<file path="src/rtl/sdcd_pkg.sv">
// sdcd_pkg: shared constants and types for the spi dac command decoder
// no dependencies; imported by sdcd_fsm, spi_dac_command_decoder and the bench
package sdcd_pkg;

	// bus command bytes
	localparam logic [7:0] CMD_CH_A    = 8'h31;
	localparam logic [7:0] CMD_CH_B    = 8'h38;
	localparam logic [7:0] CMD_TWO_DEV = 8'h80;

	// field widths
	localparam int BYTE_W  = 8;
	localparam int CHAN_W  = 2;
	localparam int VALUE_W = 16;
	localparam int OUT_W   = 24;

	// one decoded dac write, handed from the fsm to the output register
	typedef struct packed {
		logic               valid;
		logic [CHAN_W-1:0]  channel;
		logic [VALUE_W-1:0] value;
	} sdcd_result_t;

endpackage

</file>
<file path="src/rtl/sdcd_fsm.sv">
// sdcd_fsm: command decode state machine, one bus byte per enable
// depends on sdcd_pkg for command codes and the result struct
module sdcd_fsm (
	input  logic                           clk,
	input  logic                           arst_n,
	input  logic                           en,
	input  logic [sdcd_pkg::BYTE_W-1:0]    bus_byte,
	output sdcd_pkg::sdcd_result_t         result
);
	import sdcd_pkg::*;

	// phase codes
	localparam logic [3:0] PH_IDLE   = 4'd0;
	localparam logic [3:0] PH_C0_HI  = 4'd1;
	localparam logic [3:0] PH_C0_LO  = 4'd2;
	localparam logic [3:0] PH_C1_HI  = 4'd3;
	localparam logic [3:0] PH_C1_LO  = 4'd4;
	localparam logic [3:0] PH_C2_HI  = 4'd5;
	localparam logic [3:0] PH_C2_LO  = 4'd6;
	localparam logic [3:0] PH_C3_HI  = 4'd7;
	localparam logic [3:0] PH_C3_LO  = 4'd8;
	localparam logic [3:0] PH_SECOND = 4'd9;
	localparam logic [3:0] PH_ARG1   = 4'd10;
	localparam logic [3:0] PH_ARG2   = 4'd11;

	localparam logic [CHAN_W-1:0] CH_0 = 2'd0;
	localparam logic [CHAN_W-1:0] CH_1 = 2'd1;
	localparam logic [CHAN_W-1:0] CH_2 = 2'd2;
	localparam logic [CHAN_W-1:0] CH_3 = 2'd3;

	logic [3:0]        phase_q;
	logic [3:0]        phase_d;
	logic [BYTE_W-1:0] high_byte_q;
	logic              two_dev_q;
	logic              two_dev_d;
	logic              take_high;
	logic              emit;
	logic [CHAN_W-1:0] chan;

	// next phase and result decode
	always_comb begin
		phase_d   = phase_q;
		two_dev_d = two_dev_q;
		take_high = 1'b0;
		emit      = 1'b0;
		chan      = CH_0;
		unique case (phase_q)
			PH_SECOND: begin
				priority if (bus_byte == CMD_CH_A) begin
					phase_d = PH_C2_HI;
				end else if (bus_byte == CMD_CH_B) begin
					phase_d = PH_C3_HI;
				end else if (bus_byte == CMD_TWO_DEV) begin
					two_dev_d = 1'b1;
					phase_d   = PH_ARG1;
				end else begin
					// unknown byte ignored, keep waiting
					phase_d = PH_SECOND;
				end
			end
			PH_C0_HI, PH_C1_HI, PH_C2_HI, PH_C3_HI: begin
				take_high = 1'b1;
				phase_d   = phase_q + 4'd1;
			end
			PH_C0_LO, PH_C1_LO: begin
				emit    = 1'b1;
				chan    = (phase_q == PH_C0_LO) ? CH_0 : CH_1;
				phase_d = two_dev_q ? PH_SECOND : PH_IDLE;
			end
			PH_C2_LO, PH_C3_LO: begin
				emit    = 1'b1;
				chan    = (phase_q == PH_C2_LO) ? CH_2 : CH_3;
				phase_d = PH_IDLE;
			end
			PH_ARG1: begin
				phase_d = PH_ARG2;
			end
			PH_ARG2: begin
				phase_d = PH_IDLE;
			end
			default: begin
				// idle, and unreachable codes acting as idle
				priority if (bus_byte == CMD_CH_A) begin
					phase_d = PH_C0_HI;
				end else if (bus_byte == CMD_CH_B) begin
					phase_d = PH_C1_HI;
				end else if (bus_byte == CMD_TWO_DEV) begin
					two_dev_d = 1'b1;
					phase_d   = PH_ARG1;
				end else begin
					// unknown byte ignored
					phase_d = PH_IDLE;
				end
			end
		endcase
	end

	// result toward the output register
	always_comb begin
		result.valid   = en & emit;
		result.channel = chan;
		result.value   = {high_byte_q, bus_byte};
	end

	// decoder state
	always_ff @(posedge clk or negedge arst_n) begin
		if (!arst_n) begin
			phase_q     <= PH_IDLE;
			high_byte_q <= '0;
			two_dev_q   <= 1'b0;
		end else if (en) begin
			phase_q   <= phase_d;
			two_dev_q <= two_dev_d;
			if (take_high) begin
				high_byte_q <= bus_byte;
			end
		end
	end

endmodule

</file>
<file path="src/rtl/spi_dac_command_decoder.sv">
// spi_dac_command_decoder: top level, input register, decoder and output register
// depends on sdcd_pkg and sdcd_fsm
//
// channel  dir  fields (tdata, lsb first)
// s_axis   in   bus_byte[7:0]
// m_axis   out  dac_channel[1:0], dac_value[17:2], zero pad [23:18]
//
// one byte is taken per cycle while s_axis_tready is high; a byte is held in the input register,
// is decoded combinationally, and any dac write is registered in the output register as the byte moves on.
// arst_n clears the decoder to idle, single device, and empties both registers.
// a stalled result holds the input register; new bytes still enter when it is empty.
module spi_dac_command_decoder (
	input  logic                          clk,
	input  logic                          arst_n,
	input  logic                          s_axis_tvalid,
	output logic                          s_axis_tready,
	input  logic [sdcd_pkg::BYTE_W-1:0]   s_axis_tdata,  // bus_byte[7:0]
	output logic                          m_axis_tvalid,
	input  logic                          m_axis_tready,
	output logic [sdcd_pkg::OUT_W-1:0]    m_axis_tdata   // dac_channel[1:0], dac_value[17:2]
);
	import sdcd_pkg::*;

	logic              valid_s1;
	logic [BYTE_W-1:0] byte_s1;
	logic              advance;
	sdcd_result_t      res;
	logic              out_valid_q;
	logic [OUT_W-1:0]  out_data_q;

	// the input word moves on when the output register has room
	assign advance       = valid_s1 & (~out_valid_q | m_axis_tready);
	assign s_axis_tready = ~valid_s1 | advance;

	// input register
	always_ff @(posedge clk or negedge arst_n) begin
		if (!arst_n) begin
			valid_s1 <= 1'b0;
		end else if (s_axis_tready) begin
			valid_s1 <= s_axis_tvalid;
		end
	end

	always_ff @(posedge clk) begin
		if (s_axis_tready && s_axis_tvalid) begin
			byte_s1 <= s_axis_tdata;
		end
	end

	// decoder
	sdcd_fsm u_fsm (
		.clk      (clk),
		.arst_n   (arst_n),
		.en       (advance),
		.bus_byte (byte_s1),
		.result   (res)
	);

	// output register
	always_ff @(posedge clk or negedge arst_n) begin
		if (!arst_n) begin
			out_valid_q <= 1'b0;
		end else if (~out_valid_q | m_axis_tready) begin
			out_valid_q <= res.valid;
		end
	end

	always_ff @(posedge clk) begin
		if (res.valid) begin
			out_data_q <= {{(OUT_W-CHAN_W-VALUE_W){1'b0}}, res.value, res.channel};
		end
	end

	assign m_axis_tvalid = out_valid_q;
	assign m_axis_tdata  = out_data_q;

`ifndef SYNTH
	// pad bits of a result word are zero
	a_pad_zero: assert property (@(posedge clk) disable iff (!arst_n)
		m_axis_tvalid |-> (m_axis_tdata[OUT_W-1:CHAN_W+VALUE_W] == '0))
		else $error("nonzero pad bits in result word");

	// a blocked input word is kept, not dropped
	a_hold_input: assert property (@(posedge clk) disable iff (!arst_n)
		(valid_s1 && !advance) |=> valid_s1)
		else $error("input word lost while blocked");

	// a result is only decoded from a word that moves on
	a_emit_on_advance: assert property (@(posedge clk) disable iff (!arst_n)
		res.valid |-> advance)
		else $error("result decoded without advancing input word");

	// a decoded result shows up at the output next cycle
	a_result_lands: assert property (@(posedge clk) disable iff (!arst_n)
		res.valid |=> m_axis_tvalid)
		else $error("decoded result missing from output register");
`endif

endmodule

</file>
<file path="config.mk">
export PLATFORM = sky130hd
export DESIGN_NAME = spi_dac_command_decoder
export DESIGN_NICKNAME = d
export VERILOG_FILES = /design/src/rtl/sdcd_pkg.sv /design/src/rtl/sdcd_fsm.sv /design/src/rtl/spi_dac_command_decoder.sv
export SDC_FILE = /design/constraint.sdc
export NUM_CORES = 1
export LEC_CHECK = 0
export ABC_AREA = 1
export BUFFER_PORTS_ARGS = -buffer_cell sky130_fd_sc_hd__clkbuf_2
export CORE_MARGIN = 10
export CORE_UTILIZATION = 50
export CTS_CLUSTER_SIZE = 8
export DETAILED_ROUTE_END_ITERATION = 10
export HOLD_SLACK_MARGIN = 0.02
export PLACE_DENSITY = 0.74
export SYNTH_ARGS = -nofsm -noshare
export SYNTH_HDL_FRONTEND = slang
export SYNTH_SLANG_ARGS = --single-unit
</file>
<file path="constraint.sdc">
create_clock -name clk -period 6.25 [get_ports clk]
set_input_delay 0.3125 -clock clk [delete_from_list [all_inputs] [get_ports clk]]
set_output_delay 0.3125 -clock clk [all_outputs]
set_load 0.02 [all_outputs]
</file>
==> impl_metrics.json, run 1 <==
{
  "crit_start": "u_fsm.phase_q[0]",
  "maxSlewViolCount": 0,
  "cts.sink_count": 41,
  "netlist_area_um2": 1843,
  "cp_top_family": "simple AND/OR/NAND/NOR gates",
  "grtUsageTotal": 0.1108,
  "cts_max_level": 2,
  "gp_congestion": 0.8775,
  "worst_pin_slew_ps": 614.9,
  "hp-start": "s_axis_tdata[1]",
  "end_kind": "register",
  "seqPwrFrac": 0.499,
  "synthMuxAreaShare": 0,
  "stdcell_count": 258,
  "die_area_um2": 6514,
  "synthCells": 173,
  "areaGrowthSynthToFinish_pct": 16.50,
  "status": "finished clean",
  "crit_fanout": 11,
  "crit_path_top_delay_cell": "nor2_1",
  "synthXorXnorAreaFrac": 0.004752,
  "yosysTopAreaCell": "edfxtp_1",
  "synthAdderAreaFrac": 0.02716,
  "worstPathRequired_ps": 6250,
  "io_pins": 38,
  "total_power_uw": 767.4,
  "finalSetupTns_ps": 0,
  "rows": 21,
  "crit_buf_inv": 2,
  "critical_path_class": "reg2reg",
  "cts_tree": "done",
  "layout.nets": 227,
  "yosys-top-cells-area": "edfxtp_1 42%, dfrtp_1 20%, nand2_1 9.4%",
  "ys_seq_elements": 41,
  "crit_arrival_ps": 2180,
  "worst_path_largest_cell_delay_ps": 470,
  "routed_wl_mm": 3.321,
  "num_antenna_cells": 0,
  "root_buffer": "clkbuf_8",
  "ys_types": 22,
  "post_cts_resized": 0,
  "synthDominantCellAreaShare": 0.4236,
  "avgSynthCellArea_um2": 10.65,
  "period_minus_slack_ps": 2172,
  "min_path_type": "in2reg",
  "ant_nets": 0,
  "clk_pin_slew_ps": 80,
  "dp.cells": 249,
  "grt_max_degree": 18,
  "via_count": 1247,
  "drive_gt1_frac": 0.3208,
  "synth-compound-area-share": 0.06178,
  "drt-initial-drc-count": 109,
  "vias_per_cell": 4.833,
  "route.detailed.wl_per_inst_um": 12.87,
  "cts_buffers": 5,
  "setup-violations-final": 0,
  "p_leak_nw": 1.004,
  "p_per_area_nw_per_um2": 357.4,
  "io_buffers": 31,
  "grt_pass1_wl_mm": 5.609,
  "worstPathCellList": "inv_1 -> ha_1 -> nand3_1 -> nand2_2 -> nor2_4 -> nor2_1 -> buf_4",
  "switchingPower_uw": 235.5,
  "timing.rr.start": "u_fsm.phase_q[0]",
  "yosys_warnings": 0,
  "grt_setup_unrepaired": "no",
  "yosys.area_share.simple": 0.2016,
  "clock_latency_ps": 290,
  "n_fill_cell": 281,
  "final_cell_mix": "46 x nand2_1, 31 x clkbuf_2, 26 x edfxtp_1, 15 x nor2_1, 15 x dfrtp_1",
  "cap_violations": 0,
  "drc": 0,
  "die_y_um": 80.71,
  "synth_top_family_by_area": "simple AND/OR/NAND/NOR gates",
  "die_w_um": 80.71,
  "slew_headroom": 0.5886,
  "final_common_cell": "nand2_1",
  "grt_pass1_vias": 1263,
  "finalHoldViolCount": 0,
  "comb_power_share": 0.229,
  "grt.overflow.total": 0,
  "antenna_found_initial": 0,
  "internal-power_uw": 531.9,
  "max_freq_mhz": 460.3,
  "clock_path_buffers": 2,
  "p_sw_frac": 0.3068,
  "coreArea_um2": 3442,
  "ys_seq_area_frac": 0.6273,
  "dp_hpwl_mm": 2.561,
  "peakVddDrop_mv": 0.1594,
  "dr.pass1.iters": 4,
  "startpoint_type": "register",
  "finalClockSkew_ps": 7.263,
  "p_clk_frac": 0.272,
  "final.period_utilization": 0.3476,
  "initial_core_util": 0.5354
}
## worst reg2reg max path, stage by stage, from the launching register on
cell	delay [ps]
dfrtp_1	410
inv_1	140
ha_1	220
nand3_1	140
nand2_2	140
nor2_4	60
nor2_1	470
buf_4	310
## cell families (layout without fill, tap and decap cells)
group,after synthesis,in the layout
simple gates,84,84
flops,41,41
buf+inv,29,63
compound gates,13,13
fa+ha+maj,4,4
other cells,1,6
xor+xnor,1,1
## Yosys cell counts (all sizes together)
cell type / number
a21oi: 2
buf: 7
conb: 1
dfrtp: 15
edfxtp: 26
ha: 4
inv: 22
nand2: 49
nand3: 13
nand4: 3
nor2: 19
o21ai: 10
o221ai: 1
xnor2: 1
## cell type report
cell class	count	area, um^2	share of cell area
clock buffer	6	72.57	0.03380
clock inverter	2	38.79	0.01807
inverter	22	82.58	0.03846
multi-input combinational	108	566.8	0.2640
sequential	41	1156	0.5385
tap	46	57.56	0.02681
timing repair buffer	33	172.7	0.08042
## final timing paths
kind / to / slack (ps) / cells after the start
worst max-delay path: m_axis_tdata[15] / 4080 / 7
worst min-delay path: byte_s1[1] / 190 / 1
worst max register to register: m_axis_tdata[15] / 4080 / 7
worst min register to register: m_axis_tdata[11] / 450 / 0
max in group asynchronous: u_fsm.phase_q[0] / 5480 / 2
min in group asynchronous: u_fsm.high_byte_q[4] / 490 / 2
## what timing repair did
item	CTS	global route
hold endpoints to repair	15	0
hold buffers	1	0
buffers inserted	0	0
## flip-flops by register name, summed over array words and instances, names as in the netlist
name,cells
byte_s1,8
u_fsm.two_dev_q,1
u_fsm.high_byte_q,8
u_fsm.phase_q,4
valid_s1,1
m_axis_tdata,18
m_axis_tvalid,1
## per-layer routing
metal,up-vias,track usage,routed length (um)
met2,40,0.1768,1601
met3,9,0.03229,221
met1,573,0.1289,1424
li1,625,-,-
met4,0,0.06747,74
met5,-,0,0
## per-stage QoR
stage	hold slack, ps	instance area [um^2]	setup WS [ps]	utilization
2_1_floorplan	16.91	1862	4132	-
3_3_place_gp	250.6	2026	4211	0.5885
3_5_place_dp	258.8	2026	4101	0.5885
4_1_cts	184.2	2147	4048	0.6238
5_1_grt	181.8	2147	3935	0.6238
6_report	189.4	2147	4078	0.6238
## power groups by stage
stage	clock (mW)	combinational [mW]	sequential (mW)
2_1_floorplan	0	0.118	0.401
3_3_place_gp	0	0.169	0.386
3_5_place_dp	0	0.175	0.389
4_1_cts	0.212	0.178	0.383
5_1_grt	0.225	0.196	0.390
6_report	0.209	0.176	0.383
Note: power is estimated with default switching activity, not from simulation.
==> inputs of run 2 (changes only) <==
Settings changed: ABC_AREA 1 to 0.
Clock period 6.25 ns to 2.1 ns, I/O delays scaled along.
==> run 2 against run 1 <==
  * Total power rose to 3.4 times the previous value
  * Synthesized area down 5.3%
  * Sequential share of layout area up 2.0 points
  * Setup slack worse by 3900 ps
  * Worst hold slack worse by 140 ps
  * Critical path type unchanged
  * Highest routed layer unchanged
==> impl_metrics.json, run 2 <==
{
  "avgSynthCellArea_um2": 14.08,
  "status": "finished clean",
  "p_leak_nw": 0.8549,
  "die_y_um": 79.09,
  "clk_pin_slew_ps": 110,
  "dp.cells": 199,
  "globalRouteMet2Util": 0.1794,
  "initial_core_util": 0.5190,
  "p_per_area_nw_per_um2": 1273,
  "num_antenna_cells": 0,
  "drt-initial-drc-count": 90,
  "routed_wl_mm": 3.308,
  "grt.met3_usage": 0.04279,
  "final_cell_mix": "31 x clkbuf_2, 26 x edfxtp_1, 15 x dfrtp_1, 10 x dlygate4sd3_1",
  "worstPathCellList": "inv_1 -> ha_1 -> o21a_1 -> o41a_1 -> a211o_1 -> a22oi_1",
  "min_path_type": "in2reg",
  "grt_pass1_wl_mm": 5.658,
  "layout_setup_ws_ps": 208.5,
  "grtUsageMet1": 0.1240,
  "synth_edf_count": 26,
  "coreArea_um2": 3363,
  "finalHoldViolCount": 0,
  "finalClockSkew_ps": 8.867,
  "period_minus_slack_ps": 1892,
  "yosysTopAreaCell": "edfxtp_1",
  "grt.overflow.total": 0,
  "ys_seq_area_frac": 0.6624,
  "stdcell_count": 216,
  "ys_seq_elements": 41,
  "placed_area_um2": 1923,
  "cap_violations": 0,
  "io_pins": 38,
  "io_buffers": 31,
  "cts_setup_buffers": 0,
  "rows": 21,
  "async_flop_share": 0.3659,
  "ant_nets": 0,
  "via_count": 1160,
  "cts.sink_count": 41,
  "cts_tree": "done",
  "finish.utilization": 0.6153,
  "synth_most_common_cell": "edfxtp_1",
  "worst_path_largest_cell_delay_ps": 420,
  "final_common_cell": "clkbuf_2",
  "grt_max_degree": 19,
  "netlist_area_um2": 1745,
  "grt_pass1_vias": 1204,
  "clock_latency_ps": 340,
  "post_cts_resized": 0,
  "end_kind": "register",
  "die_area_um2": 6254,
  "antenna_found_initial": 0,
  "layout.nets": 186,
  "synth_common_cells": "26 x edfxtp_1, 15 x dfrtp_1, 8 x mux2_2, 8 x nor2_1, 7 x nand2_1",
  "dp_hpwl_mm": 2.455,
  "ys.flop_type": "edfxtp_1",
  "max_freq_mhz": 528.7,
  "dr.pass1.iters": 7,
  "yosys-top-cells-area": "edfxtp_1 45%, dfrtp_1 22%, mux2_2 5.2%",
  "clock_path_buffers": 2,
  "vias_per_cell": 5.370,
  "whs_ps": 53.32,
  "areaGrowthSynthToFinish_pct": 18.57,
  "drc": 0,
  "critical_path_class": "reg2reg",
  "peakVddDrop_mv": 0.6886,
  "crit_fanout": 7,
  "pre_cts_slack_ps": 234.1,
  "synthDominantCellAreaShare": 0.4473,
  "yosys_warnings": 0,
  "worstPathRequired_ps": 2360,
  "finalSetupTns_ps": 0,
  "synthCells": 124,
  "maxSlewViolCount": 0,
  "die_w_um": 79.09,
  "startpoint_type": "register",
  "crit_arrival_ps": 2150,
  "cts_max_level": 2,
  "setup-violations-final": 0,
  "grt_setup_unrepaired": "no",
  "root_buffer": "clkbuf_4",
  "ys_types": 41,
  "gp_congestion": 0.9020,
  "grtUsageTotal": 0.1131,
  "largest_register_ffs": 18,
  "fin_area_um2": 2069,
  "final.period_utilization": 0.9007,
  "drive_gt1_frac": 0.2765,
  "route.detailed.wl_per_inst_um": 15.31,
  "cts_buffers": 5,
  "total_power_mw": 2.635,
  "crit_path_top_delay_cell": "dfrtp_1",
  "busiest_layer": "met2"
}
[run 2: cell count changes in the layout (fill, tap and decap cells not counted), sizes merged, moves of 8 or more]
cell / previous run / this run
dlygate4sd3: 1 / 10
inv: 22 / 6
mux2: 0 / 8
nand2: 49 / 7
nand3: 13 / 1
nor2: 19 / 8
o21ai: 10 / 1
[run 2: cells by family after synthesis]
family,Yosys count,share of synthesized area
other cells,1,0.002148
flops,41,0.6624
mux,8,0.05161
buf+inv,14,0.04802
fa+ha+maj,4,0.02867
simple gates,33,0.1018
xor+xnor,1,0.005019
compound gates,22,0.1004
[run 2: worst max-delay path: cells and delay by family (launching register included)]
kind | cells | cell delay [ps]
AO/OA/AOI/OAI | 4 | 1000
adder cells (fa/ha/maj) | 1 | 290
buffers and inverters | 1 | 110
flip-flops | 1 | 420
[run 2: power by group]
group / leakage (nW) / switching (mW) / total [mW] / internal (mW)
Combinational: 0.406 / 0.579 / 0.985 / 0.406
Sequential: 0.421 / 0.147 / 1.29 / 1.15
Clock: 0.0281 / 0.233 / 0.357 / 0.123
[run 2: path summary, 6_finish.rpt]
kind | from | to | slack, ps | depth (start not counted)
max | u_fsm.phase_q[0] | u_fsm.phase_q[1] | 210 | 6
min | m_axis_tready | m_axis_tvalid | 50 | 3
max reg2reg | u_fsm.phase_q[0] | u_fsm.phase_q[1] | 210 | 6
min reg2reg | u_fsm.high_byte_q[3] | m_axis_tdata[13] | 460 | 0
max in group asynchronous | arst_n | u_fsm.phase_q[2] | 1610 | 2
min in group asynchronous | arst_n | u_fsm.high_byte_q[4] | 200 | 2
[run 2: final cells by class]
| class | count | area (um^2) |
|---|---|---|
| multi-input combinational | 74 | 524.3 |
| clock inverter | 1 | 5.005 |
| clock buffer | 6 | 41.29 |
| timing repair buffer | 42 | 262.8 |
| tap | 46 | 57.56 |
| fill | 274 | 1294 |
| sequential | 41 | 1156 |
| inverter | 6 | 22.52 |
[run 2: what timing repair did]
action / in CTS / in global routing
setup endpoints to repair: 0 / 0
endpoints found under the hold margin: 24 / 0
hold buffers: 10 / 0
[run 2: per-layer routing]
layer	vias to the layer above	share of wire	wire, um
li1	544	-	-
met5	-	0	0
met4	0	0.038	127
met2	66	0.45	1491
met1	535	0.42	1376
met3	15	0.094	311
==> inputs of run 3 (changes only) <==
Settings changed: CTS_BUF_LIST from default to sky130_fd_sc_hd__clkbuf_4 sky130_fd_sc_hd__clkbuf_8 sky130_fd_sc_hd__clkbuf_16.
==> run 3 against run 2 <==
  * Via count fell by 0.52%
  * Setup slack got worse by 7.5 ps
  * Total power is 0.35% higher
  * Critical path depth stayed put
  * Combinational power is essentially flat
  * Largest cell class unchanged
==> impl_metrics.json, run 3 (same netlist as run 2, synthesis figures left out) <==
{
  "die_area_um2": 6254,
  "reg2reg_depth": 6,
  "finalHoldViolCount": 0,
  "root_buffer": "clkbuf_4",
  "post_cts_resized": 0,
  "largest_register_ffs": 18,
  "coreArea_um2": 3363,
  "total_power_mw": 2.644,
  "worstPathRequired_ps": 2360,
  "final.period_utilization": 0.9043,
  "globalRouteMet2Util": 0.1794,
  "drt-initial-drc-count": 92,
  "clk_pin_slew_ps": 110,
  "drive_gt1_frac": 0.2824,
  "drc": 0,
  "timing.rr.start": "u_fsm.phase_q[0]",
  "areaGrowthSynthToFinish_pct": 18.78,
  "grt.met3_usage": 0.04279,
  "die_y_um": 79.09,
  "cts_setup_buffers": 0,
  "fin_area_um2": 2073,
  "grtUsageMet1": 0.1240,
  "die_w_um": 79.09,
  "crit_fanout": 7,
  "startpoint_type": "register",
  "cts.sink_count": 41,
  "setup-violations-final": 0,
  "cts_max_level": 2,
  "rows": 21,
  "grt_pass1_wl_mm": 5.644,
  "final_common_cell": "clkbuf_2",
  "ant_nets": 0,
  "ctsHoldBuffers": 10,
  "layout.nets": 186,
  "finalClockSkew_ps": 8.370,
  "grtUsageTotal": 0.1124,
  "p_leak_nw": 0.8584,
  "grt_pass1_vias": 1203,
  "grt_max_degree": 19,
  "dr.pass1.iters": 4,
  "clock_path_buffers": 2,
  "initial_core_util": 0.5190,
  "r2r_end": "u_fsm.phase_q[1]",
  "vias_per_cell": 5.343,
  "route.detailed.wl_per_inst_um": 15.29,
  "finalSetupTns_ps": 0,
  "p_per_area_nw_per_um2": 1275,
  "cts_tree": "done",
  "busiest_layer": "met2",
  "dp_hpwl_mm": 2.455,
  "clock_latency_ps": 340,
  "gp_congestion": 0.9020,
  "peakVddDrop_mv": 0.6833,
  "antenna_found_initial": 0,
  "maxSlewViolCount": 0,
  "critical_path_class": "reg2reg",
  "via_count": 1154,
  "grt_setup_unrepaired": "no",
  "max_freq_mhz": 526.6,
  "io_pins": 38,
  "routed_wl_mm": 3.302,
  "min_to": "m_axis_tvalid",
  "final_cell_mix": "31 x clkbuf_2, 26 x edfxtp_1, 15 x dfrtp_1, 10 x dlygate4sd3_1",
  "num_antenna_cells": 0,
  "min_path_type": "in2reg",
  "io_buffers": 31,
  "crit_arrival_ps": 2160,
  "min_path_cells": 3,
  "n_fill_cell": 272,
  "hp-start": "m_axis_tready",
  "status": "finished clean",
  "cap_violations": 0,
  "cts_buffers": 5,
  "period_minus_slack_ps": 1899,
  "placed_area_um2": 1923,
  "grt.overflow.total": 0,
  "end_kind": "register",
  "r2r_setup_slack_ps": 200,
  "finish.utilization": 0.6164
}
==> run 3: layout make-up <==
class / count / area [um^2] / area share
flip-flops and latches: 41 / 1156 / 0.5576
multi-input cells: 74 / 524.3 / 0.2529
clock buffers: 6 / 45.04 / 0.02173
repair buffers: 42 / 262.8 / 0.1267
well taps: 46 / 57.56 / 0.02776
inverters: 6 / 22.52 / 0.01086
clock inverters: 1 / 5.005 / 0.002414
==> run 3: metrics by stage <==
| step | std cells | hold slack (ps) | setup slack, ps |
|---|---|---|---|
| 3_3_place_gp | 199 | 40.18 | 284.0 |
| 2_1_floorplan | 129 | -190.6 | 325.9 |
| 4_1_cts | 216 | 46.64 | 215.9 |
| 3_5_place_dp | 199 | 48.49 | 234.1 |
| 6_report | 216 | 54.97 | 201.0 |
| 5_1_grt | 216 | 91.23 | 82.53 |
==> run 3: report_power, final <==
group          switching [mW]  internal (mW)  leakage (nW)
registers               0.147           1.15         0.421
logic                   0.577          0.406         0.406
clock network           0.232          0.136        0.0315
total                   0.956           1.69         0.858
==> run 3: how the worst max path moves through the flow <==
stage	from	to	slack, ps	depth (start not counted)
after floorplan	u_fsm.phase_q[0]	m_axis_tdata[0]	330	6
after detailed placement	u_fsm.phase_q[0]	u_fsm.phase_q[1]	230	6
after global routing	u_fsm.phase_q[0]	m_axis_tdata[15]	80	7
after CTS	u_fsm.phase_q[0]	u_fsm.phase_q[1]	220	6
final	u_fsm.phase_q[0]	u_fsm.phase_q[1]	200	6
after global placement	u_fsm.phase_q[0]	m_axis_tdata[6]	280	7
==> run 3: metal layers <==
layer,wire length (um),part of all wire,up-vias
met5,0,0,-
met4,124,0.038,0
met3,286,0.087,15
met2,1494,0.45,57
met1,1397,0.42,539
li1,-,-,543
==> run 3: worst max-delay path, stage by stage, from the launching register on <==
cell and delay, ps:
dfrtp_1 420, inv_1 110, ha_1 290, o21a_1 170, o41a_1 370, a211o_1 320
a22oi_1 150
